### src/sv/cdr_pkg.sv
`default_nettype none
package cdr_pkg;

    localparam int PCNT_W      = 7;
    localparam int OUT_CHUNK_W = 6;
    localparam int LEN_W       = 16;

    localparam logic [15:0] HEADER_BYTES = 16'd18;
    localparam logic [31:0] PING_LIMIT   = 32'd2;

    typedef enum logic [3:0] {
        ST_SHORT    = 4'd0,
        ST_MISMATCH = 4'd1,
        ST_PING     = 4'd2,
        ST_EMPTY    = 4'd3,
        ST_ZERO     = 4'd4,
        ST_RANGE    = 4'd5,
        ST_STORED   = 4'd6,
        ST_DUP      = 4'd7,
        ST_DELIVER  = 4'd8,
        ST_TOOMANY  = 4'd9
    } status_t;

endpackage
`default_nettype wire

### src/sv/cdr_if.sv
`default_nettype none
interface cdr_hdr_if;
    logic        valid;
    logic        ready;
    logic [63:0] packet_id;
    logic [15:0] chunk_index;
    logic [15:0] total_chunks;
    logic [15:0] declared_length;
    logic [31:0] packet_type;
    logic [15:0] datagram_bytes;

    modport source (output valid, packet_id, chunk_index, total_chunks,
                    declared_length, packet_type, datagram_bytes, input ready);
    modport sink   (input valid, packet_id, chunk_index, total_chunks,
                    declared_length, packet_type, datagram_bytes, output ready);
endinterface

interface cdr_res_if;
    import cdr_pkg::*;
    logic        valid;
    logic        ready;
    status_t     status;
    logic [31:0] out_type;
    logic [63:0] out_id;
    logic [5:0]  out_chunk;
    logic [15:0] out_length;
    logic        last;

    modport source (output valid, status, out_type, out_id, out_chunk, out_length,
                    last, input ready);
    modport sink   (input valid, status, out_type, out_id, out_chunk, out_length,
                    last, output ready);
endinterface
`default_nettype wire

### src/sv/cdr_len_ram.sv
`default_nettype none
module cdr_len_ram
    import cdr_pkg::*;
#(
    parameter int DEPTH = 64,
    parameter int AW    = 6
)
(
    input  logic             clk,
    input  logic             we,
    input  logic [AW-1:0]    waddr,
    input  logic [LEN_W-1:0] wdata,
    input  logic [AW-1:0]    raddr,
    output logic [LEN_W-1:0] rdata
);

    logic [LEN_W-1:0] mem [DEPTH];
    logic [LEN_W-1:0] rdata_reg;

    always_ff @(posedge clk)
    begin
        if (we)
        begin
            mem[waddr] <= wdata;
        end
    end

    // Registered read: rdata shows the word addressed in the previous cycle.
    always_ff @(posedge clk)
    begin
        rdata_reg <= mem[raddr];
    end

    assign rdata = rdata_reg;

endmodule
`default_nettype wire

### src/sv/chunked_datagram_reassembly_top.sv
// A header word's result is registered from S_EVAL, which holds until the output register is free.
// A new header word is taken only in S_IDLE, after the previous one has been resolved.
// A completing chunk of an N-chunk packet delivers each chunk by a RAM read, then an output state.
// The single read port of the chunk length RAM sets the delivery pace.
// Reset: pending packet idle, chunk bitmap cleared at once; length RAM holds garbage until written.
`default_nettype none
module chunked_datagram_reassembly_top
    import cdr_pkg::*;
#(
    parameter int MAX_CHUNKS = 64
)
(
    input  logic       clk,
    input  logic       rst_n,
    cdr_hdr_if.sink    hdr,
    cdr_res_if.source  res
);

    localparam int IDX_W = (MAX_CHUNKS > 1) ? $clog2(MAX_CHUNKS) : 1;

    typedef enum logic [1:0] {
        S_IDLE,
        S_EVAL,
        S_DRD,
        S_DWR
    } state_t;

    state_t state_reg, state_next;

    // Latched header word (payload, no reset).
    logic [63:0] id_reg,    id_next;
    logic [15:0] idx_reg,   idx_next;
    logic [15:0] cnt_reg,   cnt_next;
    logic [15:0] len_reg,   len_next;
    logic [31:0] ty_reg,    ty_next;
    logic [15:0] bytes_reg, bytes_next;

    // Pending packet bookkeeping.
    logic [63:0]           pend_id_reg,  pend_id_next;
    logic [PCNT_W-1:0]     pend_cnt_reg, pend_cnt_next;
    logic [31:0]           pend_ty_reg,  pend_ty_next;
    logic [PCNT_W-1:0]     rcv_reg,      rcv_next;
    logic [MAX_CHUNKS-1:0] present_reg,  present_next;
    logic [IDX_W-1:0]      dlv_reg,      dlv_next;

    // Output register.
    logic                   out_valid_reg, out_valid_next;
    status_t                status_reg,    status_next;
    logic [31:0]            otype_reg,     otype_next;
    logic [63:0]            oid_reg,       oid_next;
    logic [OUT_CHUNK_W-1:0] ochunk_reg,    ochunk_next;
    logic [LEN_W-1:0]       olen_reg,      olen_next;
    logic                   olast_reg,     olast_next;

    // RAM side.
    logic             ram_we;
    logic [IDX_W-1:0] ram_raddr;
    logic [LEN_W-1:0] ram_rdata;
    logic [IDX_W-1:0] slot;

    // Evaluation helpers.
    logic                  out_free;
    logic                  restart;
    logic [MAX_CHUNKS-1:0] present_base;
    logic [PCNT_W-1:0]     rcv_base;
    logic [PCNT_W-1:0]     rcv_inc;
    logic                  dlv_last;

    assign slot     = idx_reg[IDX_W-1:0];
    assign out_free = !out_valid_reg || res.ready;

    // Restart the pending packet on idle, or on a change of id, count or type.
    assign restart = (pend_id_reg == 64'd0) || (pend_id_reg != id_reg)
                   || ({{(16-PCNT_W){1'b0}}, pend_cnt_reg} != cnt_reg)
                   || (pend_ty_reg != ty_reg);
    assign present_base = restart ? '0 : present_reg;
    assign rcv_base     = restart ? '0 : rcv_reg;
    assign rcv_inc      = rcv_base + PCNT_W'(1);
    assign dlv_last     = ((PCNT_W'(dlv_reg) + PCNT_W'(1)) == pend_cnt_reg);

    // Point the single read port at whatever the current state needs next cycle.
    always_comb
    begin
        unique case (state_reg)
            S_IDLE:  ram_raddr = hdr.chunk_index[IDX_W-1:0];
            S_EVAL:  ram_raddr = slot;
            S_DRD,
            S_DWR:   ram_raddr = dlv_reg;
            default: ram_raddr = dlv_reg;
        endcase
    end

    cdr_len_ram #(
        .DEPTH (MAX_CHUNKS),
        .AW    (IDX_W)
    ) u_len_ram (
        .clk   (clk),
        .we    (ram_we),
        .waddr (slot),
        .wdata (len_reg),
        .raddr (ram_raddr),
        .rdata (ram_rdata)
    );

    always_comb
    begin
        state_next    = state_reg;
        id_next       = id_reg;
        idx_next      = idx_reg;
        cnt_next      = cnt_reg;
        len_next      = len_reg;
        ty_next       = ty_reg;
        bytes_next    = bytes_reg;
        pend_id_next  = pend_id_reg;
        pend_cnt_next = pend_cnt_reg;
        pend_ty_next  = pend_ty_reg;
        rcv_next      = rcv_reg;
        present_next  = present_reg;
        dlv_next      = dlv_reg;
        ram_we        = 1'b0;

        // Drain the output register when taken; a load below overrides.
        out_valid_next = out_valid_reg && !res.ready;
        status_next    = status_reg;
        otype_next     = otype_reg;
        oid_next       = oid_reg;
        ochunk_next    = ochunk_reg;
        olen_next      = olen_reg;
        olast_next     = olast_reg;

        unique case (state_reg)
            S_IDLE:
            begin
                if (hdr.valid)
                begin
                    id_next    = hdr.packet_id;
                    idx_next   = hdr.chunk_index;
                    cnt_next   = hdr.total_chunks;
                    len_next   = hdr.declared_length;
                    ty_next    = hdr.packet_type;
                    bytes_next = hdr.datagram_bytes;
                    state_next = S_EVAL;
                end
            end

            S_EVAL:
            begin
                // Hold the word here until the output register can take a result.
                if (out_free)
                begin
                    out_valid_next = 1'b1;
                    otype_next     = '0;
                    oid_next       = id_reg;
                    ochunk_next    = '0;
                    olen_next      = '0;
                    olast_next     = 1'b1;
                    state_next     = S_IDLE;

                    priority if (bytes_reg < HEADER_BYTES)
                    begin
                        status_next = ST_SHORT;
                    end
                    else if (len_reg > (bytes_reg - HEADER_BYTES))
                    begin
                        status_next = ST_MISMATCH;
                    end
                    else if (ty_reg < PING_LIMIT)
                    begin
                        status_next = ST_PING;
                        otype_next  = ty_reg;
                    end
                    else if (len_reg == 16'd0)
                    begin
                        status_next = ST_EMPTY;
                        otype_next  = ty_reg;
                    end
                    else if (cnt_reg == 16'd0)
                    begin
                        status_next = ST_ZERO;
                    end
                    else if ({16'd0, cnt_reg} > 32'(MAX_CHUNKS))
                    begin
                        // Abandon the pending packet.
                        status_next   = ST_TOOMANY;
                        pend_id_next  = '0;
                        pend_cnt_next = '0;
                        pend_ty_next  = '0;
                        rcv_next      = '0;
                        present_next  = '0;
                    end
                    else
                    begin
                        pend_id_next  = id_reg;
                        pend_cnt_next = cnt_reg[PCNT_W-1:0];
                        pend_ty_next  = ty_reg;
                        rcv_next      = rcv_base;
                        present_next  = present_base;

                        priority if (idx_reg >= cnt_reg)
                        begin
                            status_next = ST_RANGE;
                        end
                        else if (present_base[slot])
                        begin
                            // Length read was launched at acceptance.
                            status_next = ST_DUP;
                            ochunk_next = OUT_CHUNK_W'(slot);
                            olen_next   = ram_rdata;
                        end
                        else
                        begin
                            ram_we             = 1'b1;
                            present_next[slot] = 1'b1;
                            rcv_next           = rcv_inc;
                            if ({{(16-PCNT_W){1'b0}}, rcv_inc} < cnt_reg)
                            begin
                                status_next = ST_STORED;
                                ochunk_next = OUT_CHUNK_W'(slot);
                                olen_next   = len_reg;
                            end
                            else
                            begin
                                // Complete: walk the slots in index order.
                                out_valid_next = out_valid_reg && !res.ready;
                                dlv_next       = '0;
                                state_next     = S_DRD;
                            end
                        end
                    end
                end
            end

            S_DRD:
            begin
                state_next = S_DWR;
            end

            S_DWR:
            begin
                if (out_free)
                begin
                    out_valid_next = 1'b1;
                    status_next    = ST_DELIVER;
                    otype_next     = pend_ty_reg;
                    oid_next       = pend_id_reg;
                    ochunk_next    = OUT_CHUNK_W'(dlv_reg);
                    olen_next      = ram_rdata;
                    olast_next     = dlv_last;
                    if (dlv_last)
                    begin
                        pend_id_next  = '0;
                        pend_cnt_next = '0;
                        pend_ty_next  = '0;
                        rcv_next      = '0;
                        present_next  = '0;
                        state_next    = S_IDLE;
                    end
                    else
                    begin
                        dlv_next   = dlv_reg + IDX_W'(1);
                        state_next = S_DRD;
                    end
                end
            end

            default:
            begin
                state_next = S_IDLE;
            end
        endcase
    end

    always_ff @(posedge clk or negedge rst_n)
    begin
        if (!rst_n)
        begin
            state_reg     <= S_IDLE;
            pend_id_reg   <= '0;
            pend_cnt_reg  <= '0;
            pend_ty_reg   <= '0;
            rcv_reg       <= '0;
            present_reg   <= '0;
            dlv_reg       <= '0;
            out_valid_reg <= 1'b0;
        end
        else
        begin
            state_reg     <= state_next;
            pend_id_reg   <= pend_id_next;
            pend_cnt_reg  <= pend_cnt_next;
            pend_ty_reg   <= pend_ty_next;
            rcv_reg       <= rcv_next;
            present_reg   <= present_next;
            dlv_reg       <= dlv_next;
            out_valid_reg <= out_valid_next;
        end
    end

    always_ff @(posedge clk)
    begin
        id_reg     <= id_next;
        idx_reg    <= idx_next;
        cnt_reg    <= cnt_next;
        len_reg    <= len_next;
        ty_reg     <= ty_next;
        bytes_reg  <= bytes_next;
        status_reg <= status_next;
        otype_reg  <= otype_next;
        oid_reg    <= oid_next;
        ochunk_reg <= ochunk_next;
        olen_reg   <= olen_next;
        olast_reg  <= olast_next;
    end

    assign hdr.ready      = (state_reg == S_IDLE);
    assign res.valid      = out_valid_reg;
    assign res.status     = status_reg;
    assign res.out_type   = otype_reg;
    assign res.out_id     = oid_reg;
    assign res.out_chunk  = ochunk_reg;
    assign res.out_length = olen_reg;
    assign res.last       = olast_reg;

endmodule
`default_nettype wire

### src/flat_wrapper.sv
// flat-port wrapper written by rule: the top's interface ports become plain ports
module chunked_datagram_reassembly_top_flat import cdr_pkg::*;
#(
    parameter int MAX_CHUNKS = 64
)
  (clk, rst_n, hdr_valid, hdr_packet_id, hdr_chunk_index, hdr_total_chunks, hdr_declared_length, hdr_packet_type, hdr_datagram_bytes, hdr_ready, res_valid, res_status, res_out_type, res_out_id, res_out_chunk, res_out_length, res_last, res_ready);
  cdr_hdr_if hdr_i ();
  cdr_res_if res_i ();
  input  logic clk;
  input  logic rst_n;
  input wire logic [$bits(hdr_i.valid)-1:0] hdr_valid;
  input wire logic [$bits(hdr_i.packet_id)-1:0] hdr_packet_id;
  input wire logic [$bits(hdr_i.chunk_index)-1:0] hdr_chunk_index;
  input wire logic [$bits(hdr_i.total_chunks)-1:0] hdr_total_chunks;
  input wire logic [$bits(hdr_i.declared_length)-1:0] hdr_declared_length;
  input wire logic [$bits(hdr_i.packet_type)-1:0] hdr_packet_type;
  input wire logic [$bits(hdr_i.datagram_bytes)-1:0] hdr_datagram_bytes;
  output wire logic [$bits(hdr_i.ready)-1:0] hdr_ready;
  output wire logic [$bits(res_i.valid)-1:0] res_valid;
  output wire logic [$bits(res_i.status)-1:0] res_status;
  output wire logic [$bits(res_i.out_type)-1:0] res_out_type;
  output wire logic [$bits(res_i.out_id)-1:0] res_out_id;
  output wire logic [$bits(res_i.out_chunk)-1:0] res_out_chunk;
  output wire logic [$bits(res_i.out_length)-1:0] res_out_length;
  output wire logic [$bits(res_i.last)-1:0] res_last;
  input wire logic [$bits(res_i.ready)-1:0] res_ready;
  assign hdr_i.valid = hdr_valid;
  assign hdr_i.packet_id = hdr_packet_id;
  assign hdr_i.chunk_index = hdr_chunk_index;
  assign hdr_i.total_chunks = hdr_total_chunks;
  assign hdr_i.declared_length = hdr_declared_length;
  assign hdr_i.packet_type = hdr_packet_type;
  assign hdr_i.datagram_bytes = hdr_datagram_bytes;
  assign hdr_ready = hdr_i.ready;
  assign res_valid = res_i.valid;
  assign res_status = res_i.status;
  assign res_out_type = res_i.out_type;
  assign res_out_id = res_i.out_id;
  assign res_out_chunk = res_i.out_chunk;
  assign res_out_length = res_i.out_length;
  assign res_last = res_i.last;
  assign res_i.ready = res_ready;
  chunked_datagram_reassembly_top #(.MAX_CHUNKS(MAX_CHUNKS)) u_core (.clk(clk), .rst_n(rst_n), .hdr(hdr_i), .res(res_i));
endmodule
### config.mk
export PLATFORM = sky130hd
export DESIGN_NAME = chunked_datagram_reassembly_top_flat
export DESIGN_NICKNAME = d
export VERILOG_FILES = /design/src/sv/cdr_pkg.sv /design/src/sv/cdr_if.sv /design/src/sv/cdr_len_ram.sv /design/src/sv/chunked_datagram_reassembly_top.sv /design/src/flat_wrapper.sv
export SDC_FILE = /design/constraint.sdc
export NUM_CORES = 2
export LEC_CHECK = 0
export BUFFER_PORTS_ARGS = -buffer_cell sky130_fd_sc_hd__buf_2
export CORE_MARGIN = 1.5
export CORE_UTILIZATION = 55
export DETAILED_ROUTE_END_ITERATION = 8
export HOLD_SLACK_MARGIN = 0.02
export PLACE_DENSITY_LB_ADDON = 0.1
export RECOVER_POWER = 25
export SLEW_MARGIN = 30
export SYNTH_ARGS = -nofsm -noshare
export SYNTH_HDL_FRONTEND = slang
export SYNTH_SLANG_ARGS = --single-unit
### constraint.sdc
create_clock -name clk -period 5.9 [get_ports clk]
set_input_delay 0.295 -clock clk [delete_from_list [all_inputs] [get_ports clk]]
set_output_delay 0.295 -clock clk [all_outputs]
set_load 0.1 [all_outputs]
==> metrics.txt <==
initial standard-cell utilization of the core=0.554; number of levels the H-tree was split into=4; worst slew pin tran=3.87 ns; setup slack, reg-to-reg=0.19 ns; Clk Latency, worst-skew pair=0.77 ns; clock tree root driver cell=sky130_fd_sc_hd__clkbuf_16; setup slack after placement=0.330 ns; min-delay src=hdr_packet_id[22]; worst hold path class=in2reg; Max Clock Skew=0.0388 ns; achievable clock frequency=0.175 GHz; fraction of final layout cells with drive strength greater than 1=0.218; Synth cell types=76; residual antenna-violating net count after detailed routing=0; CP endpoint kind=flop; Net count, final=4280; leakage power=0.0250 uW; Register-to-Register Path Depth=19; violations in the final reports=capacitance limit, slew limit; DRC violation total after the first TritonRoute iteration=3805; part of the Yosys area used for sequential elements=0.720; maximum number of pins on one net before global-route repair=127; Final Power=30700 uW; setup ws final=0.187 ns; register with the highest flop count=u_core.u_len_ram.mem; critical path class=reg2reg; total of max-cap violations=7; sum of overflow across all layers after global routing=0; clock transition at the registers of the reported paths=0.06 ns; highest net fanout along the worst path=9; leading cell type in the layout, fill and taps excluded=sky130_fd_sc_hd__edfxtp_1; number of top-level design ports=289; max FFs per register=1024; number of enable-type register cells in the synthesized netlist=1307; via-per-instance ratio=6.23; relative slew slack=-1.58; endpoint of the worst hold path=u_core.id_reg[22]; CTS tree=built; worst vdd rail ir drop=0.395 mV; Post-Syn Instances=3546; initial antenna violation count=2; number of detailed-routing iterations run before antenna repair=7; total half-perimeter wirelength after legalization and detailed placement=102 mm; Reg-to-Reg End=u_core.dlv_reg[5]; worst reg2reg path startpoint=u_core.ty_reg[9]; number of fill cells in the layout=7639; total via count after detailed routing=35400; All-Layer GR Usage=0.291; Clock Path Buffers=3; wire length of the first global-routing pass=240 mm; TritonCTS Buffers=153; synthesis-to-finish area growth=16.9%; crit path time final=5.71 ns; post-synthesis average cell area=17.3 um2; average detailed-routed wire length per instance=28.8 um; final max-slew violation count=449; total DRC errors in the routed layout=0; Setup TNS Final=0 ns; count of port buffers added during placement=288; unrepaired setup endpoints after global routing=false; number of stages on the worst hold path=2; number of buffers inserted to repair setup after CTS=0; fraction of the cycle the final worst path needs=0.968; die boundary height=337 um; register bit total from synthesis=1506; count of standard-cell rows=122; # setup viols final=0; most frequent cells in the layout=1307 x sky130_fd_sc_hd__edfxtp_1, 365 x sky130_fd_sc_hd__nand2_1, 263 x sky130_fd_sc_hd__mux4_2; warnings from Yosys=0; Worst EP required=6.53 ns; run status=finished with violations; area of the core=111000 um2; Post-Synthesis Net Count=3751; Arr. time, crit path=6.34 ns; sink count of the clock tree=1506; number of global-route vias before repair=35700; share of synthesized flip-flops with an asynchronous set or reset=0.122; die area=114000 um2; Worst setup SP type=flop; detailed-route wire length=164 mm; commonest register cell after synthesis=sky130_fd_sc_hd__edfxtp_1; Final Hold Fails=0; Cell Area, Synth=61300 um2; Antenna Diode Count=0; Chip Width=337 um; power density over cell area=428 nW/um2; placer's final routability congestion estimate=0.897
## per-stage QoR
step                      instance area (um2)   util  instances  hold WS, ns
after floorplan                         61300      -       3546    -0.000591
after detailed placement                65200  0.589       5243        0.469
after global placement                  65100  0.588       5240        0.466
after global routing                    71700  0.648       5685        0.215
final                                   71700  0.648       5685        0.239
after CTS                               71800  0.649       5683        0.186
## power breakdown
part / total (uW) / internal (uW) / switching [uW]
Clock: 9640 / 5620 / 4020
Sequential: 13000 / 12600 / 403
Combinational: 8110 / 2300 / 5810
## worst max path at each step
stage          slack (ns)                     endpoint  cells after the start                start
3_5_place_dp         0.33            u_core.dlv_reg[5]                     19     u_core.ty_reg[9]
5_1_grt              0.04            u_core.dlv_reg[5]                     19     u_core.ty_reg[9]
2_1_floorplan        0.06  u_core.u_len_ram.mem[15][0]                     19  u_core.bytes_reg[1]
4_1_cts              0.29            u_core.dlv_reg[5]                     19     u_core.ty_reg[9]
6_report             0.19            u_core.dlv_reg[5]                     19     u_core.ty_reg[9]
3_3_place_gp         0.35            u_core.dlv_reg[5]                     19     u_core.ty_reg[9]
## timing repair
item / 4_1_cts / 5_1_grt
hold buffers: 163 / 0
resized for setup: 0 / 0
hold endpoints to repair: 277 / 0
## routing by layer
layer	routed length [um]	track usage	share of wire
met1	66200	0.402	0.40
met2	79500	0.467	0.49
met3	11800	0.0493	0.072
met4	6300	0.115	0.038
met5	7	0	0.000043
## cells by family after synthesis
kind of cell	synth area share
xor+xnor	0.0187
flops	0.720
mux	0.110
simple gates	0.0654
compound gates	0.0592
buf+inv	0.0185
fa+ha+maj	0.00836
## final cells by class
cell class | count | area (um2) | area share
multi-input cells | 1777 | 16300 | 0.227
inverters | 34 | 133 | 0.00185
clock buffers | 206 | 4210 | 0.0586
well taps | 1488 | 1860 | 0.0260
repair buffers | 603 | 4320 | 0.0603
clock inverters | 71 | 759 | 0.0106
flip-flops and latches | 1506 | 44100 | 0.615
## synthesized netlist by cell type (5+ instances only)
| cell type | count | share of area |
|---|---|---|
| sky130_fd_sc_hd__dfxtp_1 | 16 | 0.0052 |
| sky130_fd_sc_hd__mux4_2 | 263 | 0.097 |
| sky130_fd_sc_hd__a22o_1 | 106 | 0.015 |
| sky130_fd_sc_hd__mux2_2 | 7 | 0.0013 |
| sky130_fd_sc_hd__nor4b_1 | 12 | 0.0017 |
| sky130_fd_sc_hd__clkbuf_1 | 129 | 0.0079 |
| sky130_fd_sc_hd__o21ai_0 | 82 | 0.0067 |
| sky130_fd_sc_hd__nor3_1 | 21 | 0.0017 |
| sky130_fd_sc_hd__nor4_1 | 56 | 0.0057 |
| sky130_fd_sc_hd__nor2b_1 | 74 | 0.0075 |
| sky130_fd_sc_hd__nand3_1 | 10 | 0.00082 |
| sky130_fd_sc_hd__buf_4 | 7 | 0.00086 |
| sky130_fd_sc_hd__ha_1 | 41 | 0.0084 |
| sky130_fd_sc_hd__xor2_1 | 20 | 0.0029 |
| sky130_fd_sc_hd__and4b_1 | 16 | 0.0026 |
| sky130_fd_sc_hd__buf_1 | 25 | 0.0015 |
| sky130_fd_sc_hd__a21o_1 | 10 | 0.0012 |
| sky130_fd_sc_hd__and4bb_1 | 7 | 0.0014 |
| sky130_fd_sc_hd__a32o_1 | 50 | 0.0082 |
| sky130_fd_sc_hd__nand2_1 | 366 | 0.022 |
| sky130_fd_sc_hd__buf_6 | 6 | 0.0011 |
| sky130_fd_sc_hd__nand4_1 | 52 | 0.0053 |
| sky130_fd_sc_hd__a211oi_1 | 119 | 0.015 |
| sky130_fd_sc_hd__nor2_1 | 45 | 0.0028 |
| sky130_fd_sc_hd__nor4b_2 | 7 | 0.0017 |
| sky130_fd_sc_hd__mux2i_1 | 75 | 0.012 |
| sky130_fd_sc_hd__or3_1 | 5 | 0.00051 |
| sky130_fd_sc_hd__inv_1 | 33 | 0.0020 |
| sky130_fd_sc_hd__buf_2 | 62 | 0.0051 |
| sky130_fd_sc_hd__a21oi_1 | 82 | 0.0067 |
| sky130_fd_sc_hd__and2_1 | 10 | 0.0010 |
| sky130_fd_sc_hd__nand2b_1 | 12 | 0.0012 |
| sky130_fd_sc_hd__edfxtp_1 | 1307 | 0.64 |
| sky130_fd_sc_hd__xnor2_1 | 111 | 0.016 |
| sky130_fd_sc_hd__dfrtp_1 | 183 | 0.075 |
| sky130_fd_sc_hd__and4_1 | 24 | 0.0034 |
| sky130_fd_sc_hd__nor3b_1 | 10 | 0.0012 |
| sky130_fd_sc_hd__and3_1 | 8 | 0.00082 |
| sky130_fd_sc_hd__o22ai_1 | 8 | 0.00082 |
## worst max-delay path: stages, from the launching register on
cell                        delay, ns
sky130_fd_sc_hd__edfxtp_1        0.45
sky130_fd_sc_hd__xnor2_1         0.74
sky130_fd_sc_hd__nand4_1         0.34
sky130_fd_sc_hd__nor4_1          0.47
sky130_fd_sc_hd__nand4_1         0.38
sky130_fd_sc_hd__nor3_4          0.44
sky130_fd_sc_hd__nand2_1         0.13
sky130_fd_sc_hd__inv_1           0.08
sky130_fd_sc_hd__ha_1            0.17
sky130_fd_sc_hd__and3_1          0.22
sky130_fd_sc_hd__xnor2_1         0.08
sky130_fd_sc_hd__and2_1          0.16
sky130_fd_sc_hd__ha_1            0.29
sky130_fd_sc_hd__o2111ai_1       0.14
sky130_fd_sc_hd__nor3_1          0.21
sky130_fd_sc_hd__o41a_1          0.21
sky130_fd_sc_hd__nor2_1          0.06
sky130_fd_sc_hd__a311o_1         0.37
sky130_fd_sc_hd__a32o_1          0.34
sky130_fd_sc_hd__a211o_1         0.30
Power figures use the tool's default switching activity.
